$ cat src/rtl/cst_pkg.sv
// Shared constants, types and register codes for the clip-space triangle cull core.
`default_nettype none
package cst_pkg;

  // Fixed point and arithmetic widths
  localparam int FRAC_BITS = 16;
  localparam int COORD_W   = 32;
  localparam int COF_SHIFT = 2 * FRAC_BITS - 12;
  localparam int PROD_W    = 2 * COORD_W;
  localparam int COF_W     = PROD_W + 1;
  localparam int CS_W      = COF_W - COF_SHIFT;
  // cofactor width as carried downstream: at least one bit above the low word
  localparam int CE_W      = (CS_W > COORD_W + 1) ? CS_W : COORD_W + 1;
  localparam int CH_W      = CE_W - COORD_W;
  localparam int PL_W      = 2 * COORD_W + 1;
  localparam int PH_W      = CH_W + COORD_W;
  localparam int TERM_W    = CE_W + COORD_W;
  localparam int SUM_W     = TERM_W + 2;

  // Configuration port
  localparam int APB_AW    = 4;
  localparam int APB_DW    = 32;

  localparam logic [1:0] REG_CULL_ENABLE     = 2'd0;
  localparam logic [1:0] REG_CULL_FACE_MODE  = 2'd1;
  localparam logic [1:0] REG_WINDING_INVERT  = 2'd2;
  localparam logic [1:0] REG_TWO_SIDED_LIGHT = 2'd3;

  // Cull face modes; the unused code behaves as front
  localparam logic [1:0] CULL_FRONT = 2'd0;
  localparam logic [1:0] CULL_REAR  = 2'd1;
  localparam logic [1:0] CULL_BOTH  = 2'd2;

  // Face sign codes
  localparam logic [1:0] FACE_ZERO = 2'b00;
  localparam logic [1:0] FACE_POS  = 2'b01;
  localparam logic [1:0] FACE_NEG  = 2'b11;

  typedef struct packed {
    logic       cull_enable;
    logic [1:0] cull_face_mode;
    logic       winding_invert;
    logic       two_sided_light;
  } cst_cfg_t;

  typedef struct packed {
    logic signed [COORD_W-1:0] v0_x;
    logic signed [COORD_W-1:0] v0_y;
    logic signed [COORD_W-1:0] v0_w;
    logic signed [COORD_W-1:0] v1_x;
    logic signed [COORD_W-1:0] v1_y;
    logic signed [COORD_W-1:0] v1_w;
    logic signed [COORD_W-1:0] v2_x;
    logic signed [COORD_W-1:0] v2_y;
    logic signed [COORD_W-1:0] v2_w;
  } cst_tri_t;

endpackage
`default_nettype wire

$ cat src/rtl/cst_regs.sv
// APB configuration registers for the cull decision.
`default_nettype none
module cst_regs import cst_pkg::*; (
  input  wire logic              clk,
  input  wire logic              rst,
  input  wire logic              psel,
  input  wire logic              penable,
  input  wire logic              pwrite,
  input  wire logic [APB_AW-1:0] paddr,
  input  wire logic [APB_DW-1:0] pwdata,
  output logic      [APB_DW-1:0] prdata,
  output logic                   pready,
  output cst_cfg_t               cfg
);

  logic       wr;
  logic [1:0] idx;

  assign pready = 1'b1;
  assign wr     = psel && penable && pwrite && pready;
  assign idx    = paddr[APB_AW-1:2];

  always_ff @(posedge clk) begin
    if (rst) begin
      cfg.cull_enable     <= 1'b0;
      cfg.cull_face_mode  <= CULL_REAR;
      cfg.winding_invert  <= 1'b0;
      cfg.two_sided_light <= 1'b0;
    end else if (wr) begin
      case (idx)
        REG_CULL_ENABLE:     cfg.cull_enable     <= pwdata[0];
        REG_CULL_FACE_MODE:  cfg.cull_face_mode  <= pwdata[1:0];
        REG_WINDING_INVERT:  cfg.winding_invert  <= pwdata[0];
        REG_TWO_SIDED_LIGHT: cfg.two_sided_light <= pwdata[0];
        default: ;
      endcase
    end
  end

  always_comb begin
    prdata = '0;
    case (idx)
      REG_CULL_ENABLE:     prdata[0]   = cfg.cull_enable;
      REG_CULL_FACE_MODE:  prdata[1:0] = cfg.cull_face_mode;
      REG_WINDING_INVERT:  prdata[0]   = cfg.winding_invert;
      REG_TWO_SIDED_LIGHT: prdata[0]   = cfg.two_sided_light;
      default:             prdata      = '0;
    endcase
  end

endmodule
`default_nettype wire

$ cat config.mk
export PLATFORM = sky130hd
export DESIGN_NAME = cst_regs
export DESIGN_NICKNAME = d
export VERILOG_FILES = /design/src/rtl/cst_pkg.sv /design/src/rtl/cst_regs.sv
export SDC_FILE = /design/constraint.sdc
export NUM_CORES = 1
export LEC_CHECK = 0
export ABC_AREA = 0
export ABC_CLOCK_PERIOD_IN_PS = 900
export BUFFER_PORTS_ARGS = -buffer_cell sky130_fd_sc_hd__buf_2
export CAP_MARGIN = 20
export CORE_ASPECT_RATIO = 1.2
export CORE_MARGIN = 5
export CORE_UTILIZATION = 26
export DETAILED_ROUTE_END_ITERATION = 6
export PLACE_DENSITY = 0.79
export SETUP_SLACK_MARGIN = 0.02
export SLEW_MARGIN = 10
export SYNTH_ARGS = -nofsm -noshare
export SYNTH_HDL_FRONTEND = slang
export SYNTH_SLANG_ARGS = --single-unit
$ cat constraint.sdc
create_clock -name clk -period 0.9 [get_ports clk]
set_clock_uncertainty 0.1 [all_clocks]
set_input_delay 0.09 -clock clk [delete_from_list [all_inputs] [get_ports clk]]
set_output_delay 0.09 -clock clk [all_outputs]
set_load 0.05 [all_outputs]
==> flow_results.xml <==
<?xml version="1.0" encoding="UTF-8"?>
<metrics>
  <group name="power">
    <metric name="p_sw_share" unit="%">49.74</metric>
    <metric name="intPower" unit="µW">439.1</metric>
    <metric name="peakVddDrop" unit="mV">0.3629</metric>
    <metric name="power.share.sequential" unit="%">24.8</metric>
    <metric name="p_sw" unit="µW">434.5</metric>
    <metric name="p_leak" unit="nW">0.3670</metric>
    <metric name="powerDensity" unit="nW/µm²">1233</metric>
    <metric name="power_frac_clock" unit="%">29.8</metric>
    <metric name="power_frac_comb" unit="%">45.4</metric>
  </group>
  <group name="global_route">
    <metric name="global_route_wire_length_before_repair" unit="mm">1.421</metric>
    <metric name="grt_max_degree" unit="">9</metric>
    <metric name="antenna_violations_before_repair" unit="">0</metric>
    <metric name="global_route.usage.total" unit="%">6.612</metric>
    <metric name="number_of_global_route_vias_before_repair" unit="">333</metric>
    <metric name="globalRoute.totalOverflow" unit="">0</metric>
  </group>
  <group name="status">
    <metric name="run_status" unit="">finished with violations</metric>
    <metric name="violations" unit="">setup timing</metric>
  </group>
  <group name="setup_path">
    <metric name="worst_setup_path_start_kind" unit="">register</metric>
    <metric name="reg2reg_capture_point" unit="">cfg[0]</metric>
    <metric name="worst-r2r-setup-slack" unit="ns">-0.09</metric>
    <metric name="worstReg2RegStart" unit="">cfg[0]</metric>
    <metric name="cp.required" unit="ns">0.71</metric>
    <metric name="criticalPathCategory" unit="">reg2out</metric>
    <metric name="ff2ff_path_depth" unit="">5</metric>
    <metric name="crit_path_end_kind" unit="">primary output</metric>
    <metric name="worst_ep_arrival_time" unit="ns">1.21</metric>
    <metric name="worst-path-max-fanout" unit="">2</metric>
  </group>
  <group name="place">
    <metric name="dp.cells" unit="">97</metric>
    <metric name="dpl_worst_slack" unit="ns">-0.2993</metric>
    <metric name="dp_hpwl" unit="µm">854.6</metric>
    <metric name="number_of_input_and_output_port_buffers_inserted" unit="">15</metric>
    <metric name="gpl.final_weighted_congestion" unit="">0.6671</metric>
  </group>
  <group name="die">
    <metric name="floorplan.die_area" unit="µm²">3001</metric>
    <metric name="std_cell_rows" unit="">17</metric>
    <metric name="die_width" unit="µm">50.85</metric>
    <metric name="core" unit="µm²">1872</metric>
    <metric name="die_height" unit="µm">59.02</metric>
    <metric name="initial_utilization" unit="%">27.81</metric>
    <metric name="boundaryPins" unit="">79</metric>
  </group>
  <group name="clocking">
    <metric name="cts_tree" unit="">built</metric>
    <metric name="clk_root_buffer_cell" unit="">clkbuf_4</metric>
    <metric name="cts.clk_slew.worst_paths" unit="ns">0.05</metric>
    <metric name="ctsLongestPathBuffers" unit="">2</metric>
    <metric name="htree_num_levels" unit="">1</metric>
    <metric name="cts_buffer_count" unit="">3</metric>
    <metric name="worstSkewPairLatency" unit="ns">0.24</metric>
    <metric name="tritoncts_num_sinks" unit="">5</metric>
  </group>
  <group name="routing">
    <metric name="drt.antenna.violating_nets" unit="">0</metric>
    <metric name="drt-total-wl" unit="mm">1.047</metric>
    <metric name="first_iter_violations" unit="">0</metric>
    <metric name="dr_total_vias" unit="">384</metric>
    <metric name="viasPerCell" unit="">3.657</metric>
    <metric name="post-route-drc-count" unit="">0</metric>
    <metric name="dr.pass1.iters" unit="">1</metric>
    <metric name="detail_route.wl_per_cell" unit="µm">9.971</metric>
  </group>
  <group name="worst_hold_path">
    <metric name="min_delay_path_class" unit="">in2reg</metric>
    <metric name="holdPathStages" unit="">3</metric>
    <metric name="hold_path_startpoint" unit="">pwdata[1]</metric>
    <metric name="holdPathEnd" unit="">cfg[3]</metric>
  </group>
  <group name="yosys">
    <metric name="synth_area_in_compound_gates" unit="%">0</metric>
    <metric name="syn-mean-instance-area" unit="µm²">8.822</metric>
    <metric name="synth_sequential_area_ratio" unit="%">19.23</metric>
    <metric name="syn-instance-count" unit="">59</metric>
    <metric name="ys_types" unit="">14</metric>
    <metric name="yosysWarningCount" unit="">0</metric>
    <metric name="post_synth_and_or_nand_nor_area_fraction" unit="%">20.67</metric>
    <metric name="post_synth_mux_area_share" unit="%">13.94</metric>
    <metric name="yosys.area_share.adder" unit="%">0</metric>
    <metric name="synth.ff_latch_count" unit="">5</metric>
    <metric name="post_synth_top_area_cell" unit="">buf_4</metric>
    <metric name="netlist.area_leader.share" unit="%">44.71</metric>
    <metric name="parity_gate_share_of_the_synthesized_area_counting_xor_and_xnor_cells" unit="%">0</metric>
    <metric name="synth_area" unit="µm²">520.5</metric>
    <metric name="combinational_family_with_the_most_area_after_synthesis" unit="">buffers and inverters</metric>
    <metric name="ys_top_cells_by_area" unit="">buf_4 45%, dfxtp_1 19%, mux2i_1 9.6%</metric>
  </group>
  <group name="timing">
    <metric name="post-route-period-util" unit="%">155.9</metric>
    <metric name="finalHoldWorstSlack" unit="ns">0.01293</metric>
    <metric name="post-route-min-period" unit="ns">1.403</metric>
    <metric name="finalMaxSlewViolations" unit="">0</metric>
    <metric name="finalSetupViolations" unit="">8</metric>
    <metric name="setup_slack" unit="ns">-0.5031</metric>
    <metric name="rsz0062_at_grt" unit="">yes</metric>
    <metric name="maximum_clock_rate" unit="GHz">0.7127</metric>
    <metric name="finalHoldViolCount" unit="">0</metric>
  </group>
  <group name="cells_and_area">
    <metric name="layout_top_registers" unit="">cfg: 5 flops</metric>
    <metric name="num-nets-final" unit="">128</metric>
    <metric name="count_of_inserted_antenna_diode_cells" unit="">0</metric>
    <metric name="fin_cells" unit="">105</metric>
    <metric name="largest_reg_flops" unit="">5</metric>
    <metric name="final_layout_size_suffix_gt1_share" unit="%">44.19</metric>
    <metric name="n_fill_cell" unit="">191</metric>
    <metric name="regMostFlops" unit="">cfg</metric>
    <metric name="post_synthesis_to_final_layout_area_growth" unit="%">36.06</metric>
  </group>
  <group name="flow_run">
    <metric name="cap_viol_max_count" unit="">0</metric>
  </group>
</metrics>
stage by stage:
| step | util [%] | area (µm²) | power, mW | TNS, ns |
|---|---|---|---|---|
| after floorplan | - | 645.6 | 0.6548 | -0.3968 |
| after CTS | 36.90 | 690.7 | 0.8778 | -1.449 |
| after detailed placement | 29.75 | 556.8 | 0.5948 | -0.4253 |
| final | 37.83 | 708.2 | 0.8735 | -1.586 |
| after global placement | 29.75 | 556.8 | 0.5925 | -0.3690 |
| after global routing | 37.83 | 708.2 | 0.9192 | -1.865 |
timing repair:
action                                  CTS  global route
hold buffers                              0             0
endpoints found under the setup margin    7            10
resized for setup                        25             4
setup buffers                             3             2
pin swaps                                 1             0
power by group through the flow:
stage | clock network, mW | registers (mW) | logic, mW
global placement | 0 | 0.220 | 0.373
finish | 0.260 | 0.217 | 0.397
CTS | 0.270 | 0.217 | 0.391
global route | 0.292 | 0.217 | 0.410
floorplan | 0 | 0.231 | 0.424
detailed placement | 0 | 0.221 | 0.374
routing by layer:
layer / part of all wire, % / wire, µm / GRT usage, %
met4: 0 / 0 / 3.285
met1: 26 / 269 / 5.589
met5: 0 / 0 / 0
met3: 20 / 207 / 5.038
met2: 54 / 570 / 11.17
cell usage in the layout (no fill, tap or decap), drive strengths merged:
| cell type | count |
|---|---|
| nand2b | 6 |
| mux2i | 5 |
| nand3 | 2 |
| clkbuf | 4 |
| mux4 | 1 |
| conb | 31 |
| buf | 25 |
| nand3b | 1 |
| dfxtp | 5 |
| nor3b | 1 |
| and3b | 1 |
| nor3 | 1 |
| and3 | 1 |
| nor2 | 2 |
synthesized netlist by cell type:
master / n
buf_4: 31
nand2b_1: 6
dfxtp_1: 5
mux2i_1: 5
conb_1: 2
nor2_1: 2
and3_1: 1
and3b_2: 1
mux4_2: 1
nand3_1: 1
nand3_2: 1
nand3b_1: 1
nor3_1: 1
nor3b_4: 1
critical path, cell delays in order, from the launching register on:
cell	delay, ns
dfxtp_4	0.34
mux4_2	0.47
buf_6	0.17
kinds of logic after synthesis:
group	count (synthesis)
flops	5
mux	6
other cells	2
simple gates	15
buf+inv	31
cell type report:
type / count / area (µm²) / area share, %
clock buffer: 4 / 26.28 / 3.710
multi-input combinational: 52 / 299.0 / 42.23
sequential: 5 / 116.4 / 16.43
tap: 19 / 23.77 / 3.357
timing repair buffer: 25 / 242.7 / 34.28
worst max path at each step:
stage | start | endpoint | slack, ns
finish | cfg[1] | prdata[0] | -0.50
CTS | cfg[0] | prdata[0] | -0.52
detailed placement | cfg[0] | prdata[0] | -0.30
global placement | cfg[0] | prdata[0] | -0.27
floorplan | cfg[0] | prdata[0] | -0.32
global route | cfg[1] | prdata[0] | -0.54
Power figures use the tool's default switching activity.
