**config.mk**
```make
export PLATFORM = sky130hd
export DESIGN_NAME = cst_decide
export DESIGN_NICKNAME = d
export VERILOG_FILES = /design/src/rtl/cst_pkg.sv /design/src/rtl/cst_decide.sv
export SDC_FILE = /design/constraint.sdc
export NUM_CORES = 1
export LEC_CHECK = 0
export BUFFER_PORTS_ARGS = -buffer_cell sky130_fd_sc_hd__buf_2
export CORE_ASPECT_RATIO = 1.5
export CORE_MARGIN = 1
export CORE_UTILIZATION = 45
export CTS_BUF_LIST = sky130_fd_sc_hd__clkbuf_16
export CTS_CLUSTER_SIZE = 8
export DETAILED_ROUTE_END_ITERATION = 7
export GPL_TIMING_DRIVEN = 0
export MAX_ROUTING_LAYER = met4
export PLACE_DENSITY = 0.7
export SETUP_SLACK_MARGIN = 0.2
export SLEW_MARGIN = 30
export SYNTH_ARGS = -nofsm -noshare
export SYNTH_HDL_FRONTEND = slang
export SYNTH_SLANG_ARGS = --single-unit
```
**constraint.sdc**
```tcl
create_clock -name clk -period 5.85 [get_ports clk]
set_input_delay 1.755 -clock clk [delete_from_list [all_inputs] [get_ports clk]]
set_output_delay 1.755 -clock clk [all_outputs]
set_load 0.1 [all_outputs]
```
**src/rtl/cst_pkg.sv**
```systemverilog
// Shared constants, types and register codes for the clip-space triangle cull core.
`default_nettype none
package cst_pkg;

  // Fixed point and arithmetic widths
  localparam int FRAC_BITS = 16;
  localparam int COORD_W   = 32;
  localparam int COF_SHIFT = 2 * FRAC_BITS - 12;
  localparam int PROD_W    = 2 * COORD_W;
  localparam int COF_W     = PROD_W + 1;
  localparam int CS_W      = COF_W - COF_SHIFT;
  // cofactor width as carried downstream: at least one bit above the low word
  localparam int CE_W      = (CS_W > COORD_W + 1) ? CS_W : COORD_W + 1;
  localparam int CH_W      = CE_W - COORD_W;
  localparam int PL_W      = 2 * COORD_W + 1;
  localparam int PH_W      = CH_W + COORD_W;
  localparam int TERM_W    = CE_W + COORD_W;
  localparam int SUM_W     = TERM_W + 2;

  // Configuration port
  localparam int APB_AW    = 4;
  localparam int APB_DW    = 32;

  localparam logic [1:0] REG_CULL_ENABLE     = 2'd0;
  localparam logic [1:0] REG_CULL_FACE_MODE  = 2'd1;
  localparam logic [1:0] REG_WINDING_INVERT  = 2'd2;
  localparam logic [1:0] REG_TWO_SIDED_LIGHT = 2'd3;

  // Cull face modes; the unused code behaves as front
  localparam logic [1:0] CULL_FRONT = 2'd0;
  localparam logic [1:0] CULL_REAR  = 2'd1;
  localparam logic [1:0] CULL_BOTH  = 2'd2;

  // Face sign codes
  localparam logic [1:0] FACE_ZERO = 2'b00;
  localparam logic [1:0] FACE_POS  = 2'b01;
  localparam logic [1:0] FACE_NEG  = 2'b11;

  typedef struct packed {
    logic       cull_enable;
    logic [1:0] cull_face_mode;
    logic       winding_invert;
    logic       two_sided_light;
  } cst_cfg_t;

  typedef struct packed {
    logic signed [COORD_W-1:0] v0_x;
    logic signed [COORD_W-1:0] v0_y;
    logic signed [COORD_W-1:0] v0_w;
    logic signed [COORD_W-1:0] v1_x;
    logic signed [COORD_W-1:0] v1_y;
    logic signed [COORD_W-1:0] v1_w;
    logic signed [COORD_W-1:0] v2_x;
    logic signed [COORD_W-1:0] v2_y;
    logic signed [COORD_W-1:0] v2_w;
  } cst_tri_t;

endpackage
`default_nettype wire

```
**src/rtl/cst_decide.sv**
```systemverilog
// Two stages: determinant sum, then facing sign and cull decision into the result register.
`default_nettype none
module cst_decide import cst_pkg::*; (
  input  wire logic                     clk,
  input  wire logic                     rst,
  input  wire logic                     in_valid,
  output logic                          in_ready,
  input  wire logic signed [TERM_W-1:0] term [3],
  input  wire cst_cfg_t                 cfg,
  output logic                          out_valid,
  input  wire logic                     out_ready,
  output logic                          accept,
  output logic                          back_colors,
  output logic signed [1:0]             face_sign
);

  logic                    ve;
  logic                    rdy_e;
  logic                    rdy_f;
  logic signed [SUM_W-1:0] sum;
  logic                    neg;
  logic                    pos;
  logic                    culled;
  logic                    acc_next;

  assign rdy_f    = !out_valid || out_ready;
  assign rdy_e    = !ve || rdy_f;
  assign in_ready = rdy_e;

  always_ff @(posedge clk) begin
    if (rst) begin
      ve <= 1'b0;
    end else if (rdy_e) begin
      ve <= in_valid;
    end
  end

  always_ff @(posedge clk) begin
    if (rdy_e && in_valid) begin
      sum <= SUM_W'(term[0]) - SUM_W'(term[1]) + SUM_W'(term[2]);
    end
  end

  // sign of sum >>> FRAC_BITS
  assign neg = sum[SUM_W-1];
  assign pos = !neg && (|sum[SUM_W-2:FRAC_BITS]);

  always_comb begin
    case (cfg.cull_face_mode)
      CULL_BOTH: culled = 1'b1;
      CULL_REAR: culled = neg ^ cfg.winding_invert;
      default:   culled = pos ^ cfg.winding_invert;
    endcase
    acc_next = !(cfg.cull_enable && culled);
  end

  always_ff @(posedge clk) begin
    if (rst) begin
      out_valid <= 1'b0;
    end else if (rdy_f) begin
      out_valid <= ve;
    end
  end

  always_ff @(posedge clk) begin
    if (rdy_f && ve) begin
      accept      <= acc_next;
      back_colors <= acc_next && cfg.two_sided_light && culled;
      face_sign   <= neg ? FACE_NEG : (pos ? FACE_POS : FACE_ZERO);
    end
  end

endmodule
`default_nettype wire

```
==> results.toml, run 1 <==
[run_status]
status = "completed"

[worst_setup_path]
cp.arrival_ps = 5230
cp_cell_sequence = "buf_2, fa_1, ha_1, a21oi_1, a21boi_0, o21a_1, a211oi_1, o32ai_1, nor3_2, o21ai_2, a21oi_2, o21bai_1, xor2_1"
cp_slowest_cell = "a211oi_1"
end_kind = "flip-flop"
cp-startpoint = "term[2]"
path_max_fanout = 4
worstPathBufferInverterCount = 1
crit_cells = 13
worstReg2RegStart = "sum[22]$_DFFE_PP_"
critPathLaunchType = "input port"
cp_slowest_stage_delay_ps = 610
worstRegToRegCells = 7
critPathTopFamily = "compound AO/OA/AOI/OAI gates"
critPathKind = "input port to flip-flop"
crit_required_ps = 5900

[pwr]
leakagePower_nw = 5.98
powerDensity_mw_per_mm2 = 254
vdd_ir_drop_max_uv = 147

[final_layout]
fin_nets = 1819
area_growth_pct = 20.1
final_common_cell = "inv_1"
design_area_mm2 = 0.0114
n_antenna_cell = 0
drive_above_1_share_pct = 20.0
layout_common_cells = "inv_1, buf_2, a21oi_1, ha_1, fa_1"

[sta]
drv_slew = 0
rsz0062_at_grt = "no"
fin_crit_ps = 5180
fin_setup_tns_ps = 0
worstMarginPinSlew_ps = 715
finalHoldViolCount = 0
fin_worst_skew_ps = 4.63
fmax_mhz = 193
finalSetupViolCount = 0
timing.final.crit_share_pct = 88.5
slew_headroom_pct = 52.0

[synthesis]
synth_enable_flop_cells = 67
netlist.area_leader.share_pct = 21.2
ys_top_cells_by_area = "edfxtp_1, fa_1, inv_1, ha_1, a21oi_1"
ys_types = 66
synth-seq-cells = 69
ys.flop_type = "edfxtp_1"
synth_nets = 1562
ys_warn_count = 0
synth_cells = 1168
avgSynthCellArea_um2 = 8.13
async_flop_share_pct = 0
synth_area_mm2 = 0.00949
synth_top_area_cell = "edfxtp_1"
synth_seq_area_share_pct = 21.6

[grt]
grt_pass1_wl_mm = 37.7
grt_use_met1_pct = 22.7
grtUsageMet2_pct = 43.4
grt_max_degree = 55
grt_pass1_vias = 8510
track_usage_pct = 22.0
gr-usage-met3_pct = 1.81
busiest_layer = "met2"
overflow = 0
antenna_found_initial = 0

[clock_network]
numClockSinks = 69
post_cts_resized = 0
cts_root_buf = "clkbuf_16"
htreeDepth = 3
path_clk_slew_ps = 60
postCtsSetupRepairBufs = 0
cts_tree = "done"
cts_buffer_depth = 2
clk_latency_ps = 330
hold_buffers = 0
cts_buffers = 9

[worst_hold_path]
min_path_cells = 2
hp-start = "ve$_SDFFE_PP0N_"
hold_class = "flip-flop to flip-flop"

[routing]
drtIter0Drc = 307
via_per_inst = 5.06
final_antenna_net_count = 0
wire_per_inst_um = 13.4
drt_pass1_iterations = 5
wirelength_mm = 22.7
num_vias = 8578
post-route-drc-count = 0

[die]
ioPinCount = 246
rows = 64
die_y_um = 180
dieArea_mm2 = 0.0217
core_mm2 = 0.0205
die_width_um = 121
start_util_pct = 46.3

[run]
cap_viol_max_count = 0

[placement]
placed_area_mm2 = 0.0111
port_buffers = 245
hpwl_mm = 20.1
place_congestion = 0.920
## cell families after synthesis
logic type | share of synthesized area, %
AOI/OAI and AO/OA | 19.9
and+or+nand+nor | 13.2
buffers and inverters | 13.2
DFF | 21.6
xor gates and xnor gates | 5.63
adders and majority gates | 26.3
muxes | 0.105
## Yosys cell counts, types with 18 or more instances
library cell / n
a21o_1: 43
a21oi_1: 105
xor2_1: 20
o21ai_1: 18
inv_1: 309
nand2_1: 71
nor4_1: 20
o21ai_0: 39
fa_1: 76
nor2_1: 64
o21bai_1: 21
clkbuf_1: 18
edfxtp_1: 67
nand4_1: 26
xnor2_1: 41
ha_1: 78
## worst register-to-register path, stage by stage (launching register included)
cell and delay, ps:
edfxtp_1 360, nor4_1 600, nand4_1 220, nor4_1 620, nor3_1 110, a21oi_1 140
nand2_1 70, and3b_1 180
## metrics by stage
step	hold slack (ps)	total power, mW	utilization, %	cells	setup slack, ps
3_3_place_gp	490	2.32	53.9	1677	301
5_1_grt	539	3.13	55.6	1694	442
2_1_floorplan	474	1.89	-	1168	1170
6_report	511	2.90	55.6	1694	672
4_1_cts	519	2.92	55.6	1694	676
3_5_place_dp	510	2.33	54.0	1678	326
## cell type report
type | count | area [um2]
fillers | 1987 | 9100
multi-input cells | 766 | 6180
flip-flops and latches | 69 | 2050
repair buffers | 246 | 1250
inverters | 310 | 1160
well taps | 264 | 330
clock buffers | 9 | 225
clock inverters | 7 | 98.8
plain buffers | 23 | 92.6
## metal layers
layer,wire [um],up-vias
li1,-,4384
met1,8840,3955
met2,12700,214
met3,768,25
met4,395,0
met5,0,-
## path summary, 6_finish.rpt
| kind | endpoint | slack (ps) |
|---|---|---|
| max | sum[70]$_DFFE_PP_ | 670 |
| min | out_valid$_SDFFE_PP0P_ | 510 |
| max reg2reg | back_colors$_DFFE_PP_ | 3320 |
| min reg2reg | out_valid$_SDFFE_PP0P_ | 510 |
## sequential cells by signal, summed over array words and instances (netlist names)
register     count
back_colors      1
accept           1
sum             63
out_valid        1
face_sign        2
ve               1
## report_power, final
| group | internal [mW] | switching [mW] |
|---|---|---|
| Clock | 0.375 | 0.201 |
| Sequential | 0.742 | 0.0362 |
| Combinational | 0.619 | 0.925 |
| Total | 1.74 | 1.16 |
Power figures use the tool's default switching activity.
==> run 2: changes to the inputs <==
--- a/config.mk
+++ b/config.mk
@@ -15,6 +15,7 @@
 export GPL_TIMING_DRIVEN = 0
 export MAX_ROUTING_LAYER = met4
 export PLACE_DENSITY = 0.7
+export REMOVE_ABC_BUFFERS = 1
 export SETUP_SLACK_MARGIN = 0.2
 export SLEW_MARGIN = 30
 export SYNTH_ARGS = -nofsm -noshare
==> run 2 against run 1 <==
- clock power fell by 11%
- setup slack improved by 22 ps
- largest power group unchanged
- register-to-register slack barely moved
- critical path depth rose by 2
- combinational power barely moved
- clock skew fell by 0.69 ps
- die area did not move
- sequential cell count did not move
- routed wire length rose by 0.44%
- critical endpoint is now sum[76]$_DFFE_PP_
- core utilization fell by 0.64 points
- first-iteration DRC count rose by 0.98%
- sequential share of layout area rose by 0.21 points
==> results.toml, run 2 (synthesis gave the netlist of run 1 again) <==
[clock_network]
clk_latency_ps = 330
hold_buffers = 0
cts_root_buf = "clkbuf_16"
numClockSinks = 69
cts_tree = "done"
cts_buffer_depth = 2
htreeDepth = 3
cts_buffers = 9
path_clk_slew_ps = 50
postCtsSetupRepairBufs = 0
post_cts_resized = 0

[sta]
fin_setup_tns_ps = 0
setup_slack_ps = 694
finalSetupViolCount = 0
timing.final.crit_share_pct = 88.1
worstMarginPinSlew_ps = 694
finalHoldViolCount = 0
fmax_mhz = 194
holdWs_ps = 512
slew_headroom_pct = 53.3
rsz0062_at_grt = "no"
fin_crit_ps = 5160
drv_slew = 0
fin_worst_skew_ps = 3.93

[pwr]
sw_frac_of_total_pct = 40.4
p_comb_share_pct = 54.4
clkPwrFrac_pct = 18.1
vdd_ir_drop_max_uv = 160
sequentialPowerShare_pct = 27.5
power_mw = 2.83
p_sw_mw = 1.14
powerDensity_mw_per_mm2 = 251
internal_power_mw = 1.69
leakagePower_nw = 5.93

[worst_setup_path]
cp_slowest_cell = "fa_1"
crit_required_ps = 5920
critPathKind = "input port to flip-flop"
cp_slowest_stage_delay_ps = 550
end_kind = "flip-flop"
cp.arrival_ps = 5230
cp_cell_sequence = "buf_2, inv_1, fa_1, inv_1, ha_1, a21oi_1, o21ai_0, a221oi_2, o211ai_1, o211ai_1, nand2_2, a21oi_2, o21ai_1, a2111oi_2, xnor2_1"
critPathLaunchType = "input port"
path_max_fanout = 5

[die]
dieArea_mm2 = 0.0217
die_width_um = 121
start_util_pct = 46.3
die_y_um = 180
core_mm2 = 0.0205
ioPinCount = 246
rows = 64

[placement]
port_buffers = 245
dpl.cell_count = 1655
place_congestion = 0.896
dp_slack_ps = 358
placed_area_mm2 = 0.0110
hpwl_mm = 20.2

[grt]
grt_max_degree = 54
grt_pass1_wl_mm = 37.5
track_usage_pct = 22.0
grt_pass1_vias = 8618
antenna_found_initial = 0
overflow = 0

[routing]
drt_pass1_iterations = 7
wire_per_inst_um = 13.7
post-route-drc-count = 0
final_antenna_net_count = 0
drtIter0Drc = 310
num_vias = 8589
via_per_inst = 5.14
wirelength_mm = 22.8

[final_layout]
largest_reg_flops = 63
area_growth_pct = 18.7
instances_no_fill = 1671
n_antenna_cell = 0
fin_nets = 1796
fin_util_pct = 55.0
final_common_cell = "inv_1"
design_area_mm2 = 0.0113
layout_common_cells = "inv_1, buf_2, a21oi_1, ha_1, fa_1"
fillers = 1985
regMostFlops = "sum"
reg_top3 = "sum (63), face_sign (2)"
drive_above_1_share_pct = 19.8

[worst_hold_path]
hold_class = "flip-flop to flip-flop"

[run_status]
status = "completed"

[run]
cap_viol_max_count = 0
==> run 2: power by group through the flow <==
| stage | Combinational [mW] | Clock [mW] | Sequential [mW] |
|---|---|---|---|
| after detailed placement | 1.54 | 0 | 0.789 |
| after floorplan | 1.10 | 0 | 0.790 |
| after global routing | 1.73 | 0.540 | 0.790 |
| after global placement | 1.53 | 0 | 0.786 |
| final | 1.54 | 0.514 | 0.778 |
| after CTS | 1.55 | 0.522 | 0.780 |
==> run 2: path summary, 6_finish.rpt <==
kind / startpoint / end / slack (ps) / depth (start not counted)
worst max-delay path: term[11] / sum[76]$_DFFE_PP_ / 690 / 15
worst min-delay path: ve$_SDFFE_PP0N_ / out_valid$_SDFFE_PP0P_ / 510 / 2
worst max register to register: sum[22]$_DFFE_PP_ / back_colors$_DFFE_PP_ / 3330 / 7
worst min register to register: ve$_SDFFE_PP0N_ / out_valid$_SDFFE_PP0P_ / 510 / 2
==> run 2: per-layer routing <==
| metal | vias to the layer above | GRT usage (%) | share of wire [%] |
|---|---|---|---|
| met5 | - | - | 0 |
| met4 | 0 | 9.48 | 3.4 |
| met3 | 49 | 1.40 | 3.4 |
| met2 | 240 | 42.7 | 56 |
| met1 | 3971 | 22.1 | 38 |
| li1 | 4329 | - | - |
==> run 2: worst max-delay path: cells and delay by family <==
| kind | cells | cell delay, ps |
|---|---|---|
| AO/OA/AOI/OAI | 8 | 2110 |
| XOR/XNOR | 1 | 120 |
| adder cells (fa/ha/maj) | 2 | 900 |
| buffers and inverters | 3 | 170 |
| AND/OR/NAND/NOR | 1 | 160 |
==> run 2: layout make-up <==
| type | count | area (um2) | area share, % |
|---|---|---|---|
| Tap cell | 264 | 330 | 2.93 |
| Clock buffer | 9 | 225 | 2.00 |
| Multi-Input combinational cell | 766 | 6180 | 54.9 |
| Sequential cell | 69 | 2050 | 18.2 |
| Timing Repair Buffer | 246 | 1250 | 11.1 |
| Inverter | 310 | 1160 | 10.3 |
| Clock inverter | 7 | 60.1 | 0.533 |
==> run 3: changes to the inputs <==
--- a/config.mk
+++ b/config.mk
@@ -5,6 +5,7 @@
 export SDC_FILE = /design/constraint.sdc
 export NUM_CORES = 1
 export LEC_CHECK = 0
+export ABC_AREA = 1
 export BUFFER_PORTS_ARGS = -buffer_cell sky130_fd_sc_hd__buf_2
 export CORE_ASPECT_RATIO = 1.5
 export CORE_MARGIN = 1
@@ -14,7 +15,7 @@
 export DETAILED_ROUTE_END_ITERATION = 7
 export GPL_TIMING_DRIVEN = 0
 export MAX_ROUTING_LAYER = met4
-export PLACE_DENSITY = 0.7
+export PLACE_DENSITY = 0.68
 export REMOVE_ABC_BUFFERS = 1
 export SETUP_SLACK_MARGIN = 0.2
 export SLEW_MARGIN = 30
==> run 3 against run 2 <==
- synthesized cell count rose by 64%
- sequential share of layout area fell by 3.3 points
- routed wire length rose by 70%
- final cell count rose by 50%
- non-clock buffer count did not move
- via count rose by 38%
- core utilization fell by 1.5 points
- die area rose by 23%
- count of clock-buffer cells in the layout did not move
- critical path type unchanged
- largest power group unchanged
==> results.toml, run 3 <==
[synthesis]
synth_area_mm2 = 0.0118
ys_types = 36
synth_enable_flop_cells = 67
synth_cells = 1911
ys_warn_count = 0
synth-seq-cells = 69
synth_xor_area_share_pct = 2.39
ys.flop_type = "edfxtp_1"
synth_compound_area_share_pct = 7.03
synth_seq_area_share_pct = 17.5
synth.area.mux_share_pct = 0
async_flop_share_pct = 0
synthMostInstantiatedCell = "nand2_1"
avgSynthCellArea_um2 = 6.15
yosys.area_share.adder_pct = 21.3
synth_common_cells = "nand2_1, inv_1, nor2_1"
synth_top_area_cell = "nand2_1"
ys_top_cells_by_area = "nand2_1, inv_1, edfxtp_1, fa_1, ha_1"
synthSimpleGateAreaFrac_pct = 33.9
synth_top_family_by_area = "simple AND/OR/NAND/NOR gates"
netlist.area_leader.share_pct = 18.1

[worst_setup_path]
cp_slowest_stage_delay_ps = 530
cp.arrival_ps = 4730
critPathLaunchType = "input port"
crit_required_ps = 5980
cp_cell_sequence = "buf_2, inv_1, fa_1, inv_1, ha_1, inv_1, o21ai_0, a21oi_1, nor2_1, nor2_1, o21ai_0, a21oi_1, nand2_1, nand2_1, nand2_1"
end_kind = "flip-flop"
cp_slowest_cell = "fa_1"
critPathKind = "input port to flip-flop"
critPathTopFamily = "compound AO/OA/AOI/OAI gates"
path_max_fanout = 4
worstPathBufferInverterCount = 4

[final_layout]
area_growth_pct = 16.9
largest_reg_flops = 63
regMostFlops = "sum"
fin_util_pct = 53.5
n_antenna_cell = 0
instances_no_fill = 2506
fillers = 2722
final_common_cell = "nand2_1"
drive_above_1_share_pct = 16.5
layout_common_cells = "nand2_1, inv_1, buf_2, nor2_1, a21oi_1"
design_area_mm2 = 0.0137
reg_top3 = "sum (63), face_sign (2)"
fin_nets = 2562

[sta]
finalHoldViolCount = 0
fin_crit_ps = 4610
rsz0062_at_grt = "no"
worstMarginPinSlew_ps = 560
fin_worst_skew_ps = 12.4
fmax_mhz = 217
drv_slew = 0
timing.final.crit_share_pct = 78.7
fin_setup_tns_ps = 0
finalSetupViolCount = 0
slew_headroom_pct = 62.3
setup_slack_ps = 1240

[pwr]
sequentialPowerShare_pct = 22.8
leakagePower_nw = 8.01
vdd_ir_drop_max_uv = 135
p_sw_mw = 1.61
p_comb_share_pct = 58.8
internal_power_mw = 1.73
powerDensity_mw_per_mm2 = 243
sw_frac_of_total_pct = 48.2
clkPwrFrac_pct = 18.4

[routing]
wirelength_mm = 38.9
drt_pass1_iterations = 5
post-route-drc-count = 0
num_vias = 11900
final_antenna_net_count = 0
drtIter0Drc = 539
via_per_inst = 4.74
wire_per_inst_um = 15.5

[clock_network]
htreeDepth = 3
postCtsSetupRepairBufs = 0
post_cts_resized = 0
cts_root_buf = "clkbuf_16"
clk_latency_ps = 370
path_clk_slew_ps = 70
numClockSinks = 69
cts_buffers = 9
cts_buffer_depth = 2
cts_tree = "done"
hold_buffers = 0

[grt]
busiest_layer = "met2"
grtUsageMet2_pct = 61.5
gr-usage-met3_pct = 2.73
antenna_found_initial = 0
grt_use_met1_pct = 27.6
grt_pass1_vias = 11600
overflow = 0
grt_pass1_wl_mm = 59.0
track_usage_pct = 30.9
grt_max_degree = 38

[worst_hold_path]
hold_class = "flip-flop to flip-flop"

[placement]
port_buffers = 245
dp_slack_ps = 852
dpl.cell_count = 2490
place_congestion = 0.972
hpwl_mm = 35.3
placed_area_mm2 = 0.0134

[die]
dieArea_mm2 = 0.0268
ioPinCount = 246
die_y_um = 200
start_util_pct = 45.8
core_mm2 = 0.0257
die_width_um = 134
rows = 72

[run]
cap_viol_max_count = 0

[run_status]
status = "completed"
## run 3: area by class of cell
cell class,instances,area [um2],share of cell area [%]
Multi-Input combinational cell,1280,7590,55.2
Tap cell,333,417,3.03
Clock buffer,9,225,1.64
Clock inverter,7,98.8,0.719
Sequential cell,69,2050,14.9
Timing Repair Buffer,246,1250,9.07
Inverter,562,2110,15.4
## run 3: stage by stage
stage	power [mW]	hold WS, ps
final	3.33	482
after global placement	2.71	454
after floorplan	2.06	445
after detailed placement	2.73	482
after CTS	3.35	489
after global routing	3.60	519
## run 3: path summary, 6_finish.rpt
kind / from / end / slack (ps) / depth (start not counted)
setup / recovery: term[72] / sum[77]$_DFFE_PP_ / 1240 / 15
hold / removal: ve$_SDFFE_PP0N_ / out_valid$_SDFFE_PP0P_ / 480 / 2
setup reg to reg: sum[43]$_DFFE_PP_ / back_colors$_DFFE_PP_ / 3940 / 9
hold reg to reg: ve$_SDFFE_PP0N_ / out_valid$_SDFFE_PP0P_ / 480 / 2
## run 3: routing by layer
layer / vias to the layer above / part of all wire, %
li1: 6175 / -
met1: 5317 / 34
met2: 314 / 56
met3: 82 / 3.8
met4: 0 / 6.9
met5: - / 0
## run 3: kinds of logic after synthesis
kind of cell | Yosys count
simple gates | 938
fa+ha+maj | 154
flops | 69
xor+xnor | 32
compound gates | 156
buf+inv | 562
## run 3: power by group through the flow
stage	Combinational, mW	Sequential [mW]	Clock (mW)
5_1_grt	2.20	0.769	0.638
4_1_cts	1.97	0.761	0.622
3_5_place_dp	1.96	0.770	0
6_report	1.96	0.760	0.614
2_1_floorplan	1.29	0.771	0
3_3_place_gp	1.95	0.767	0
## run 3: tightest hold or removal path, cell delays in order (launching register included)
cell and delay, ps:
dfxtp_1 310, inv_1 70, a21oi_1 60
